[src/nnzf_pkg.sv]
// ============================================================================
// nnzf_pkg - shared types for the nearest-nonzero zero fill unit
// Cell width, configuration width, sequencer states and the control and
// result bundles passed between the top level and the distance tracker.
// ============================================================================
package nnzf_pkg;

    localparam int VALUE_W = 32;
    localparam int CFG_W   = 4;

    localparam logic [CFG_W-1:0]   SIZE_RESET = 4'd8;
    localparam logic [VALUE_W-1:0] CELL_ZERO  = '0;

    typedef enum logic [2:0]
    {
        ST_LOAD,
        ST_CHECK_RD,
        ST_CHECK,
        ST_SCAN,
        ST_DRAIN,
        ST_EMIT
    } state_t;

    typedef struct packed
    {
        logic clear;     // restart the search for a new hole
        logic cand_vld;  // candidate cell data valid this cycle
    } track_ctrl_t;

    typedef struct packed
    {
        logic                       fill_ok;    // single nearest nonzero found
        logic signed [VALUE_W-1:0]  fill_value; // its value
    } track_result_t;

endpackage

[src/nnzf_best_tracker.sv]
// ============================================================================
// nnzf_best_tracker - nearest nonzero candidate search
// Takes one candidate cell per cycle, keeps the least Manhattan distance,
// its value and a tie flag. The result reflects the candidate of this cycle.
// ============================================================================
module nnzf_best_tracker
#(
    parameter int CW     = 3,
    parameter int DIST_W = 4
)
(
    input  logic                                clk,
    input  logic                                rst_n,
    input  nnzf_pkg::track_ctrl_t               ctrl,
    input  logic [CW-1:0]                       here_row,
    input  logic [CW-1:0]                       here_col,
    input  logic [CW-1:0]                       cand_row,
    input  logic [CW-1:0]                       cand_col,
    input  logic signed [nnzf_pkg::VALUE_W-1:0] cand_value,
    output nnzf_pkg::track_result_t             result
);
    import nnzf_pkg::*;

    localparam logic [DIST_W-1:0] DIST_NONE = {DIST_W{1'b1}};

    logic [DIST_W-1:0]         best_dist_reg, best_dist_next;
    logic signed [VALUE_W-1:0] best_value_reg, best_value_next;
    logic                      tie_reg, tie_next;
    logic [CW-1:0]             row_diff, col_diff;
    logic [DIST_W-1:0]         cand_dist;

    assign row_diff = (here_row >= cand_row) ? (here_row - cand_row) : (cand_row - here_row);
    assign col_diff = (here_col >= cand_col) ? (here_col - cand_col) : (cand_col - here_col);
    assign cand_dist = DIST_W'(row_diff) + DIST_W'(col_diff);

    always_comb
    begin
        best_dist_next  = best_dist_reg;
        best_value_next = best_value_reg;
        tie_next        = tie_reg;
        if (ctrl.clear)
        begin
            best_dist_next  = DIST_NONE;
            best_value_next = '0;
            tie_next        = 1'b0;
        end
        else if (ctrl.cand_vld && (cand_value != CELL_ZERO))
        begin
            if (cand_dist < best_dist_reg)
            begin
                best_dist_next  = cand_dist;
                best_value_next = cand_value;
                tie_next        = 1'b0;
            end
            else if (cand_dist == best_dist_reg)
            begin
                tie_next = 1'b1;
            end
        end
    end

    always_ff @(posedge clk or negedge rst_n)
    begin
        if (!rst_n)
        begin
            best_dist_reg  <= DIST_NONE;
            best_value_reg <= '0;
            tie_reg        <= 1'b0;
        end
        else
        begin
            best_dist_reg  <= best_dist_next;
            best_value_reg <= best_value_next;
            tie_reg        <= tie_next;
        end
    end

    assign result.fill_ok    = (best_dist_next != DIST_NONE) && !tie_next;
    assign result.fill_value = best_value_next;

    // a tie needs an earlier find
    a_tie_has_best: assert property (@(posedge clk) disable iff (!rst_n)
        tie_reg |-> (best_dist_reg != DIST_NONE))
        else $error("tie flagged with no candidate found");

    // a recorded best is always a nonzero cell
    a_best_nonzero: assert property (@(posedge clk) disable iff (!rst_n)
        (best_dist_reg != DIST_NONE) |-> (best_value_reg != CELL_ZERO))
        else $error("best value is zero");

    a_clear_resets: assert property (@(posedge clk) disable iff (!rst_n)
        ctrl.clear |=> ((best_dist_reg == DIST_NONE) && !tie_reg))
        else $error("search not restarted after clear");

endmodule

[src/nearest_nonzero_zero_fill_unit.sv]
// ============================================================================
// nearest_nonzero_zero_fill_unit - in-place nearest nonzero fill of a matrix
// Loads an n-by-n matrix, fills each hole from its single nearest nonzero
// cell in a row-major pass, then streams the matrix out.
// ============================================================================
// Loading takes one item per cycle while in the load state; n comes from
// matrix_size (0 acts as 1, above MAX_SIDE acts as MAX_SIDE) as it stands
// when each item arrives. The item that completes n*n cells starts the
// fill, which runs on a single-port read / single-port write store with
// registered read data: a nonzero cell is read and checked; a zero cell is
// read and checked, then all n*n cells are read as candidates (one candidate
// read per cycle), then write-back. Output follows from the same read port
// with one read in flight at a time, the final item flagged on tlast.
// Input is taken again as soon as the last read is issued, while the final
// outputs still drain. matrix_size may only be written between matrices or
// mid-load, never during fill or output. No clearing pass after reset.
// ============================================================================
module nearest_nonzero_zero_fill_unit
#(
    parameter int MAX_SIDE = 8
)
(
    input  logic                                clk,
    input  logic                                rst_n,
    // configuration: matrix_size [3:0]
    input  logic                                cfg_valid,
    output logic                                cfg_ready,
    input  logic [nnzf_pkg::CFG_W-1:0]          cfg_data,
    // s_tdata: cell_value [31:0]
    input  logic                                s_tvalid,
    output logic                                s_tready,
    input  logic signed [nnzf_pkg::VALUE_W-1:0] s_tdata,
    // m_tdata: filled_value [31:0]; m_tlast: last_cell
    output logic                                m_tvalid,
    input  logic                                m_tready,
    output logic signed [nnzf_pkg::VALUE_W-1:0] m_tdata,
    output logic                                m_tlast
);
    import nnzf_pkg::*;

    localparam int DEPTH  = MAX_SIDE * MAX_SIDE;
    localparam int AW     = (DEPTH > 1) ? $clog2(DEPTH) : 1;
    localparam int CNT_W  = $clog2(DEPTH + 1);
    localparam int CW     = (MAX_SIDE > 1) ? $clog2(MAX_SIDE) : 1;
    localparam int SIDE_W = $clog2(MAX_SIDE + 1);
    localparam int DIST_W = $clog2(2 * MAX_SIDE);

    // cell store, one read and one write port
    logic signed [VALUE_W-1:0] store_mem [DEPTH];
    logic signed [VALUE_W-1:0] rd_data_reg;
    logic                      rd_en, wr_en;
    logic [AW-1:0]             rd_addr, wr_addr;
    logic signed [VALUE_W-1:0] wr_data;

    state_t state_reg, state_next;

    logic [CFG_W-1:0]  size_reg;
    logic [SIDE_W-1:0] side;
    logic [CNT_W-1:0]  total_in;
    logic [CNT_W-1:0]  load_count_reg, load_count_next;
    logic [CNT_W-1:0]  load_inc;
    logic              in_acc, load_done;

    // fill scan position: cell k at (r, c), candidate j at (p, q)
    logic [CNT_W-1:0]  total_reg, total_next, total_m1;
    logic [CW-1:0]     last_coord_reg, last_coord_next;
    logic [CNT_W-1:0]  k_reg, k_next;
    logic [CW-1:0]     r_reg, r_next, c_reg, c_next;
    logic [CNT_W-1:0]  j_reg, j_next;
    logic [CW-1:0]     p_reg, p_next, q_reg, q_next;
    logic              cell_last;

    // candidate coordinates aligned with read data
    logic              cand_vld_reg;
    logic [CW-1:0]     cand_p_reg, cand_q_reg;

    // output side
    logic [CNT_W-1:0]          e_reg, e_next;
    logic                      emit_issue;
    logic                      rd_pend_reg, rd_last_reg;
    logic                      out_vld_reg, out_last_reg;
    logic signed [VALUE_W-1:0] out_data_reg;

    track_ctrl_t   trk_ctrl;
    track_result_t trk_res;

    // ------------------------------------------------------------------
    // side and load bookkeeping
    // ------------------------------------------------------------------
    always_comb
    begin
        if (size_reg == '0)
            side = SIDE_W'(1);
        else if (32'(size_reg) > MAX_SIDE)
            side = SIDE_W'(MAX_SIDE);
        else
            side = SIDE_W'(size_reg);
    end

    assign total_in  = CNT_W'(side) * CNT_W'(side);
    assign in_acc    = s_tvalid && s_tready;
    assign load_inc  = load_count_reg + CNT_W'(1);
    assign load_done = in_acc && (load_inc >= total_in);

    assign total_m1  = total_reg - CNT_W'(1);
    assign cell_last = (k_reg == total_m1);

    assign cfg_ready = 1'b1;
    assign s_tready  = (state_reg == ST_LOAD);

    // one output item in flight: read only when the output register is
    // free next cycle
    assign emit_issue = (state_reg == ST_EMIT) && !rd_pend_reg && (!out_vld_reg || m_tready);

    // ------------------------------------------------------------------
    // sequencer: next state
    // ------------------------------------------------------------------
    always_comb
    begin
        state_next = state_reg;
        case (state_reg)
            ST_LOAD:
            begin
                if (load_done)
                    state_next = ST_CHECK_RD;
            end
            ST_CHECK_RD:
                state_next = ST_CHECK;
            ST_CHECK:
            begin
                if (rd_data_reg != CELL_ZERO)
                    state_next = cell_last ? ST_EMIT : ST_CHECK_RD;
                else
                    state_next = ST_SCAN;
            end
            ST_SCAN:
            begin
                if (j_reg == total_m1)
                    state_next = ST_DRAIN;
            end
            ST_DRAIN:
                state_next = cell_last ? ST_EMIT : ST_CHECK_RD;
            ST_EMIT:
            begin
                if (emit_issue && (e_reg == total_m1))
                    state_next = ST_LOAD;
            end
            default:
                state_next = ST_LOAD;
        endcase
    end

    // ------------------------------------------------------------------
    // sequencer: store port and tracker control
    // ------------------------------------------------------------------
    always_comb
    begin
        rd_en             = 1'b0;
        rd_addr           = '0;
        wr_en             = 1'b0;
        wr_addr           = '0;
        wr_data           = s_tdata;
        trk_ctrl.clear    = 1'b0;
        trk_ctrl.cand_vld = cand_vld_reg;
        case (state_reg)
            ST_LOAD:
            begin
                wr_en   = in_acc;
                wr_addr = load_count_reg[AW-1:0];
                wr_data = s_tdata;
            end
            ST_CHECK_RD:
            begin
                rd_en   = 1'b1;
                rd_addr = k_reg[AW-1:0];
            end
            ST_CHECK:
                trk_ctrl.clear = 1'b1;
            ST_SCAN:
            begin
                rd_en   = 1'b1;
                rd_addr = j_reg[AW-1:0];
            end
            ST_DRAIN:
            begin
                // last candidate lands this cycle; write back in place
                wr_en   = trk_res.fill_ok;
                wr_addr = k_reg[AW-1:0];
                wr_data = trk_res.fill_value;
            end
            ST_EMIT:
            begin
                rd_en   = emit_issue;
                rd_addr = e_reg[AW-1:0];
            end
            default:
            begin
                rd_en = 1'b0;
            end
        endcase
    end

    // ------------------------------------------------------------------
    // counters
    // ------------------------------------------------------------------
    always_comb
    begin
        load_count_next = load_count_reg;
        total_next      = total_reg;
        last_coord_next = last_coord_reg;
        k_next          = k_reg;
        r_next          = r_reg;
        c_next          = c_reg;
        j_next          = j_reg;
        p_next          = p_reg;
        q_next          = q_reg;
        e_next          = e_reg;
        case (state_reg)
            ST_LOAD:
            begin
                if (in_acc)
                    load_count_next = load_done ? '0 : load_inc;
                if (load_done)
                begin
                    total_next      = total_in;
                    last_coord_next = CW'(side - SIDE_W'(1));
                    k_next          = '0;
                    r_next          = '0;
                    c_next          = '0;
                end
            end
            ST_CHECK, ST_DRAIN:
            begin
                if ((state_reg == ST_CHECK) && (rd_data_reg == CELL_ZERO))
                begin
                    j_next = '0;
                    p_next = '0;
                    q_next = '0;
                end
                else
                begin
                    // next cell in row-major order
                    k_next = k_reg + CNT_W'(1);
                    if (c_reg == last_coord_reg)
                    begin
                        c_next = '0;
                        r_next = r_reg + CW'(1);
                    end
                    else
                    begin
                        c_next = c_reg + CW'(1);
                    end
                    if (cell_last)
                        e_next = '0;
                end
            end
            ST_SCAN:
            begin
                j_next = j_reg + CNT_W'(1);
                if (q_reg == last_coord_reg)
                begin
                    q_next = '0;
                    p_next = p_reg + CW'(1);
                end
                else
                begin
                    q_next = q_reg + CW'(1);
                end
            end
            ST_EMIT:
            begin
                if (emit_issue)
                    e_next = e_reg + CNT_W'(1);
            end
            default:
            begin
                k_next = k_reg;
            end
        endcase
    end

    // ------------------------------------------------------------------
    // registers
    // ------------------------------------------------------------------
    always_ff @(posedge clk or negedge rst_n)
    begin
        if (!rst_n)
        begin
            state_reg      <= ST_LOAD;
            size_reg       <= SIZE_RESET;
            load_count_reg <= '0;
            cand_vld_reg   <= 1'b0;
            rd_pend_reg    <= 1'b0;
            out_vld_reg    <= 1'b0;
        end
        else
        begin
            state_reg      <= state_next;
            load_count_reg <= load_count_next;
            cand_vld_reg   <= (state_reg == ST_SCAN);
            rd_pend_reg    <= emit_issue;
            if (cfg_valid && cfg_ready)
                size_reg <= cfg_data;
            if (rd_pend_reg)
                out_vld_reg <= 1'b1;
            else if (m_tready)
                out_vld_reg <= 1'b0;
        end
    end

    always_ff @(posedge clk)
    begin
        total_reg      <= total_next;
        last_coord_reg <= last_coord_next;
        k_reg          <= k_next;
        r_reg          <= r_next;
        c_reg          <= c_next;
        j_reg          <= j_next;
        p_reg          <= p_next;
        q_reg          <= q_next;
        e_reg          <= e_next;
        cand_p_reg     <= p_reg;
        cand_q_reg     <= q_reg;
        rd_last_reg    <= emit_issue && (e_reg == total_m1);
        if (rd_pend_reg)
        begin
            out_data_reg <= rd_data_reg;
            out_last_reg <= rd_last_reg;
        end
    end

    // cell store
    always_ff @(posedge clk)
    begin
        if (wr_en)
            store_mem[wr_addr] <= wr_data;
        if (rd_en)
            rd_data_reg <= store_mem[rd_addr];
    end

    assign m_tvalid = out_vld_reg;
    assign m_tdata  = out_data_reg;
    assign m_tlast  = out_last_reg;

    // ------------------------------------------------------------------
    // nearest candidate search
    // ------------------------------------------------------------------
    nnzf_best_tracker
    #(
        .CW     (CW),
        .DIST_W (DIST_W)
    )
    u_tracker
    (
        .clk        (clk),
        .rst_n      (rst_n),
        .ctrl       (trk_ctrl),
        .here_row   (r_reg),
        .here_col   (c_reg),
        .cand_row   (cand_p_reg),
        .cand_col   (cand_q_reg),
        .cand_value (rd_data_reg),
        .result     (trk_res)
    );

    // ------------------------------------------------------------------
    // checks
    // ------------------------------------------------------------------
    // pending read data always finds the output register free
    a_pend_free: assert property (@(posedge clk) disable iff (!rst_n)
        rd_pend_reg |-> (!out_vld_reg || m_tready) || !$past(out_vld_reg))
        else $error("output register overrun");

    // no write and read to the same entry in one cycle
    a_no_rw_clash: assert property (@(posedge clk) disable iff (!rst_n)
        !(wr_en && rd_en && (wr_addr == rd_addr)))
        else $error("store read and write clash");

    // load count is cleared whenever a fill or output is under way
    a_count_clear: assert property (@(posedge clk) disable iff (!rst_n)
        (state_reg != ST_LOAD) |-> (load_count_reg == '0))
        else $error("load count not cleared outside loading");

endmodule
[config.mk]
export PLATFORM = sky130hd
export DESIGN_NAME = nearest_nonzero_zero_fill_unit
export DESIGN_NICKNAME = d
export VERILOG_FILES = /design/src/nnzf_pkg.sv /design/src/nnzf_best_tracker.sv /design/src/nearest_nonzero_zero_fill_unit.sv
export SDC_FILE = /design/constraint.sdc
export NUM_CORES = 2
export LEC_CHECK = 0
export CELL_PAD_IN_SITES_DETAIL_PLACEMENT = 1
export CELL_PAD_IN_SITES_GLOBAL_PLACEMENT = 1
export CORE_MARGIN = 2
export CORE_UTILIZATION = 35
export DETAILED_ROUTE_END_ITERATION = 10
export DONT_BUFFER_PORTS = 1
export PLACE_DENSITY = 0.64
export SYNTH_ARGS = -nofsm -noshare
export SYNTH_HDL_FRONTEND = slang
export SYNTH_HIERARCHICAL = 1
export SYNTH_SLANG_ARGS = --single-unit
[constraint.sdc]
create_clock -name clk -period 6.62 [get_ports clk]
set_clock_uncertainty 0.2 [all_clocks]
set_input_delay 1.324 -clock clk [delete_from_list [all_inputs] [get_ports clk]]
set_output_delay 1.324 -clock clk [all_outputs]
set_load 0.005 [all_outputs]
Word level (Yosys, flattened, before mapping)
Memory sizes are Yosys's and may differ from the RTL's. A register that Yosys moved wholly into a read port is not among the register bits.
Index checks and enable logic that the tools add are counted.

storage, ports and cells
  output and inout bits = 36
  memories kept = 1
  ROM bits = 0
  RAM bits = 2048
  word-level logic and storage cells = 148
  bits in registers = 137
  bits in latches = 0
  input port bits = 41

memory list
  memory     words  bits a word  read ports  clocked after memory_dff  wr ports  line                                  text
  store_mem  64     32           1           1                         1         nearest_nonzero_zero_fill_unit.sv:49  logic signed [VALUE_W-1:0] store_mem [DEPTH];

operators by class
  shift-type cells = 0
  bitwise gates (word level) = 0
  eq/ne operators = 21
  $lt $le $gt $ge = 5
  $mul = 1
  add/sub/neg operators = 15
  divide/modulo/power cells = 0
  reduce and logical (&&, ||, !) cells = 30
  mux-type cells = 52

operators with widths
  kind                 number
  $mux 32              4
  $mux 7               7
  $mux 3               15
  $pmux 7 s2           3
  $logic_not 32->1     1
  $reduce_bool 32->1   1
  $add 7x1->7 const B  4
  $pmux 3 s2           4
  $eq 7x7->1           3
  $mux 4               5
  $pmux 3 s6           1
  $pmux 6 s3           1
  $ne 2x2->1 const B   7
  $add 3x1->3 const B  4
  $pmux 6 s2           1
  $sub 3x3->3          4
  $mux 1               9
  $reduce_and 3->1     3
  $logic_and 1x1->1    8
  $reduce_and 4->1     2
  $reduce_bool 2->1    4
  $ge 7x7->1           1
  $mul 4x4->7          1
  $sub 7x1->7 const B  1
  other kinds (19)     30

Depth between registers and ports, before layout
  depth after elaboration = 13
  mapped depth = 21
  gate-level depth less buffers = 20

By module
Netlist, hierarchy kept.

by module, submodules not included
  module                          area an instance (um^2)  instances  cells an instance
  nearest_nonzero_zero_fill_unit  87726.6                  1          6156
  nnzf_best_tracker               2182.1                   1          200

Worst setup path after synthesis
No wires, ideal clock.

  path type = reg-to-reg
  start = reg r_reg[0]
  end = mem store_mem[33][0], enable pin
  path slack = 0.442 ns
  required time = 5.999 ns
  buffers on the path = 1
  setup time = 0.421 ns
  arrival = 5.557 ns
  stages on the path, launching flop included = 20
  period minus slack after synthesis = 6.178 ns
  cells stage by stage = edfxtp_1 -> inv_1 -> ha_1 -> nand2b_1 -> a21o_1 -> a21oi_1 -> mux2_2 -> fa_1 -> xor2_1 -> ha_1 -> and3b_1 -> o21ai_0 -> o2111ai_1 -> buf_6 -> mux2i_1 -> a41oi_2 -> nand2_1 -> a2111oi_0 -> a21bo_2 -> nor2_1

RTL lines
  item                      line                                   text
  start: declaration        nearest_nonzero_zero_fill_unit.sv:68   logic [CW-1:0] r_reg, r_next, c_reg, c_next;
  start signal: assignment  nearest_nonzero_zero_fill_unit.sv:316  r_reg <= r_next;
  end: declaration          nearest_nonzero_zero_fill_unit.sv:49

==> results.py <==
metrics = {
    "route": {
        "drc": 0,
        "via_count": 57083,
        "vias_per_cell": 5.69,
        "post_drt_wl_per_cell_um": 30.1,
        "first_pass_iters": 6,
        "drt_iter0_markers": 6766,
        "wl_um": 301000,
        "detail-route-antenna-nets": 0,
    },
    "critical_path": {
        "worstSetupPathType": "reg2reg",
        "worstPathArrival_ns": 6.49,
        "endpoint_kind": "flop",
        "r2r_setup_slack_ns": 0.47,
        "worstPathRequired_ns": 6.96,
        "crit_fanout": 19,
        "cp-start-kind": "flop",
    },
    "clock_tree": {
        "clock_path_buffers": 3,
        "cts_root_buffer": "clkbuf_16",
        "cts.clk_slew.worst_paths_ns": 0.06,
        "clock_sinks": 2216,
        "tritoncts": "done",
        "h-tree-depth": 4,
        "cts_buffers": 225,
        "insertion_delay_ns": 0.90,
    },
    "die": {
        "die_y_um": 511,
        "fp-row-count": 186,
        "start_util": 0.351,
        "io_pins": 77,
        "chipWidth_um": 511,
        "core_mm2": 0.256,
        "die_area_mm2": 0.261,
    },
    "global_routing": {
        "first_global_vias": 57960,
        "antenna_found_initial": 34,
        "grt_max_degree": 113,
        "grt_pass1_wl_um": 430000,
        "overflow": 0,
        "track_usage": 0.226,
    },
    "sta": {
        "fin_setup_tns_ns": 0,
        "drv_slew": 0,
        "setup_ws_ns": 0.473,
        "tightestPinTransition_ns": 1.31,
        "post-route-min-period_ns": 6.15,
        "rsz0062_at_grt": "no",
        "setup_viol": 0,
        "clock.fmax_mhz": 163,
        "finalCritPeriodShare": 0.929,
        "hold_violations": 0,
        "slew_headroom": 0.126,
    },
    "yosys": {
        "postSynthAreaPerCell_um2": 14.1,
        "synth_area_leaders": "edfxtp_1 72%, nand2_1 6.2%, mux2i_1 3.5%",
        "yosysTopAreaCell": "edfxtp_1",
        "seq_area_frac_synth": 0.736,
        "ys.flop_type": "edfxtp_1",
        "async_flop_share": 0.0244,
        "synth_common_cells": "2,155 x edfxtp_1, 1,483 x nand2_1, 523 x nand3_1",
        "yosysMostFrequentCell": "edfxtp_1",
        "synth_edf_count": 2155,
        "synth_top_area_frac": 0.720,
        "synth-seq-cells": 2216,
        "ys_warn_count": 6,
        "synth_cell_type_count": 80,
        "netlist_instances": 6356,
        "synth.cell_area_mm2": 0.0899,
    },
    "place": {
        "io_buffer_count": 0,
        "detailedPlace.worstSlack_ns": 0.454,
        "dp_cells": 9600,
        "gp_congestion": 0.890,
        "dpl.hpwl_um": 184000,
        "placed_area_mm2": 0.0960,
    },
    "outcome": {
        "status": "completed",
    },
    "power_and_ir_drop": {
        "p_int_mw": 25.4,
        "p_clk_frac": 0.321,
        "p_switching_mw": 12.5,
        "p_sw_frac": 0.329,
        "seq_power_share": 0.437,
        "finalPower_mw": 37.9,
        "p_leak_nw": 36.4,
        "p_comb_frac": 0.241,
        "powerDensity_mw_per_mm2": 368,
        "vdd_ir_drop_max_mv": 0.251,
    },
    "flow_run": {
        "drv_cap": 0,
    },
    "hold_path": {
        "hp-class": "in2async",
    },
    "final_layout": {
        "multiInputGateArea_mm2": 0.0220,
        "largest_register_ffs": 2048,
        "top_register": "store_mem",
        "final_cell_area_mm2": 0.103,
        "nets": 6530,
        "drive_gt1_frac": 0.113,
        "seq_area_mm2": 0.0662,
        "areaGrowthSynthToFinish_pct": 14.5,
        "filler_cell_count": 26030,
        "final_cells": 10026,
    },
}
==> stage by stage <==
step,utilization,hold slack [ns]
after global routing,0.402,0.0417
final,0.402,0.0751
after global placement,0.374,0.183
after floorplan,-,0.152
after CTS,0.402,0.00507
after detailed placement,0.374,0.170
==> timing repair <==
action	in CTS	in global routing
hold buffers	1	0
buffers inserted	0	0
gates resized for setup	0	1
setup endpoints to repair	0	42
endpoints found under the hold margin	49	0
==> worst max-delay path, stage by stage, from the launching register on <==
cell	delay (ns)
edfxtp_1	0.41
inv_1	0.07
ha_1	0.31
nand2b_1	0.15
a21o_1	0.18
a21oi_1	0.23
mux2_2	0.39
fa_1	0.38
xor2_1	0.22
ha_1	0.29
and3b_1	0.19
o21ai_0	0.31
o2111ai_4	0.22
mux2i_1	0.21
a41oi_2	0.40
nand2_1	0.12
a2111oi_0	0.50
buf_4	0.19
a21bo_2	0.31
nor2_4	0.14
buf_4	0.33
==> area by class of cell <==
class	instances	area share
clock buffers	293	0.0584
well taps	3384	0.0411
clock inverters	120	0.00884
flip-flops and latches	2216	0.643
multi-input cells	3644	0.214
repair buffers	282	0.0315
diodes	12	0.000292
inverters	75	0.00274
==> cell usage in the layout (no fill, tap or decap), types with 40 or more instances in the layout <==
cell type	instances
buf_4	193
clkinv_1	54
dfrtp_1	49
a31oi_1	112
clkinv_2	40
nor2_4	66
nand3_1	520
a211oi_1	91
inv_1	74
and3_1	140
mux2i_1	317
buf_12	88
nand2_1	1482
clkbuf_1	60
a311oi_1	155
nor2_1	97
ha_1	40
o211a_1	81
o211ai_1	79
clkbuf_16	229
edfxtp_1	2155
mux2_2	60
==> per-layer routing <==
| layer | part of all wire | routed length [µm] | vias up | track usage |
|---|---|---|---|---|
| met4 | 0.041 | 12300 | 18 | 0.0922 |
| met1 | 0.43 | 129000 | 30032 | 0.317 |
| met2 | 0.45 | 135000 | 2393 | 0.344 |
| met3 | 0.081 | 24500 | 429 | 0.0438 |
| li1 | - | - | 24211 | - |
| met5 | 0.00053 | 159 | - | 0 |
==> final timing paths <==
check	from	end	depth (start not counted)
setup / recovery	r_reg[0]	store_mem[37][15]	20
hold / removal	rst_n	size_reg[3]	0
setup reg to reg	r_reg[0]	store_mem[37][15]	20
hold reg to reg	p_reg[1]	cand_p_reg[1]	0
max in group asynchronous	rst_n	state_reg[1]	1
min in group clk	p_reg[1]	cand_p_reg[1]	0
==> cells by family (layout without fill, tap and decap cells) <==
family | count (synthesis) | in the layout | synth area share
buffers and inverters | 497 | 770 | 0.0257
other | 2 | 15 | 0.0000835
adder cells (fa/ha/maj) | 45 | 45 | 0.00668
flip-flops | 2216 | 2216 | 0.736
AO/OA/AOI/OAI | 731 | 731 | 0.0656
XOR/XNOR | 53 | 53 | 0.00516
AND/OR/NAND/NOR | 2434 | 2434 | 0.117
multiplexers | 378 | 378 | 0.0430
==> power by group through the flow <==
stage / clock network (mW) / registers, mW / logic (mW)
after floorplan: 0 / 16.5 / 5.09
after global placement: 0 / 16.8 / 8.83
after detailed placement: 0 / 16.8 / 8.98
after CTS: 12.3 / 16.6 / 9.04
after global routing: 12.9 / 16.6 / 9.63
final: 12.2 / 16.6 / 9.14
Note: power is estimated with default switching activity, not from simulation.
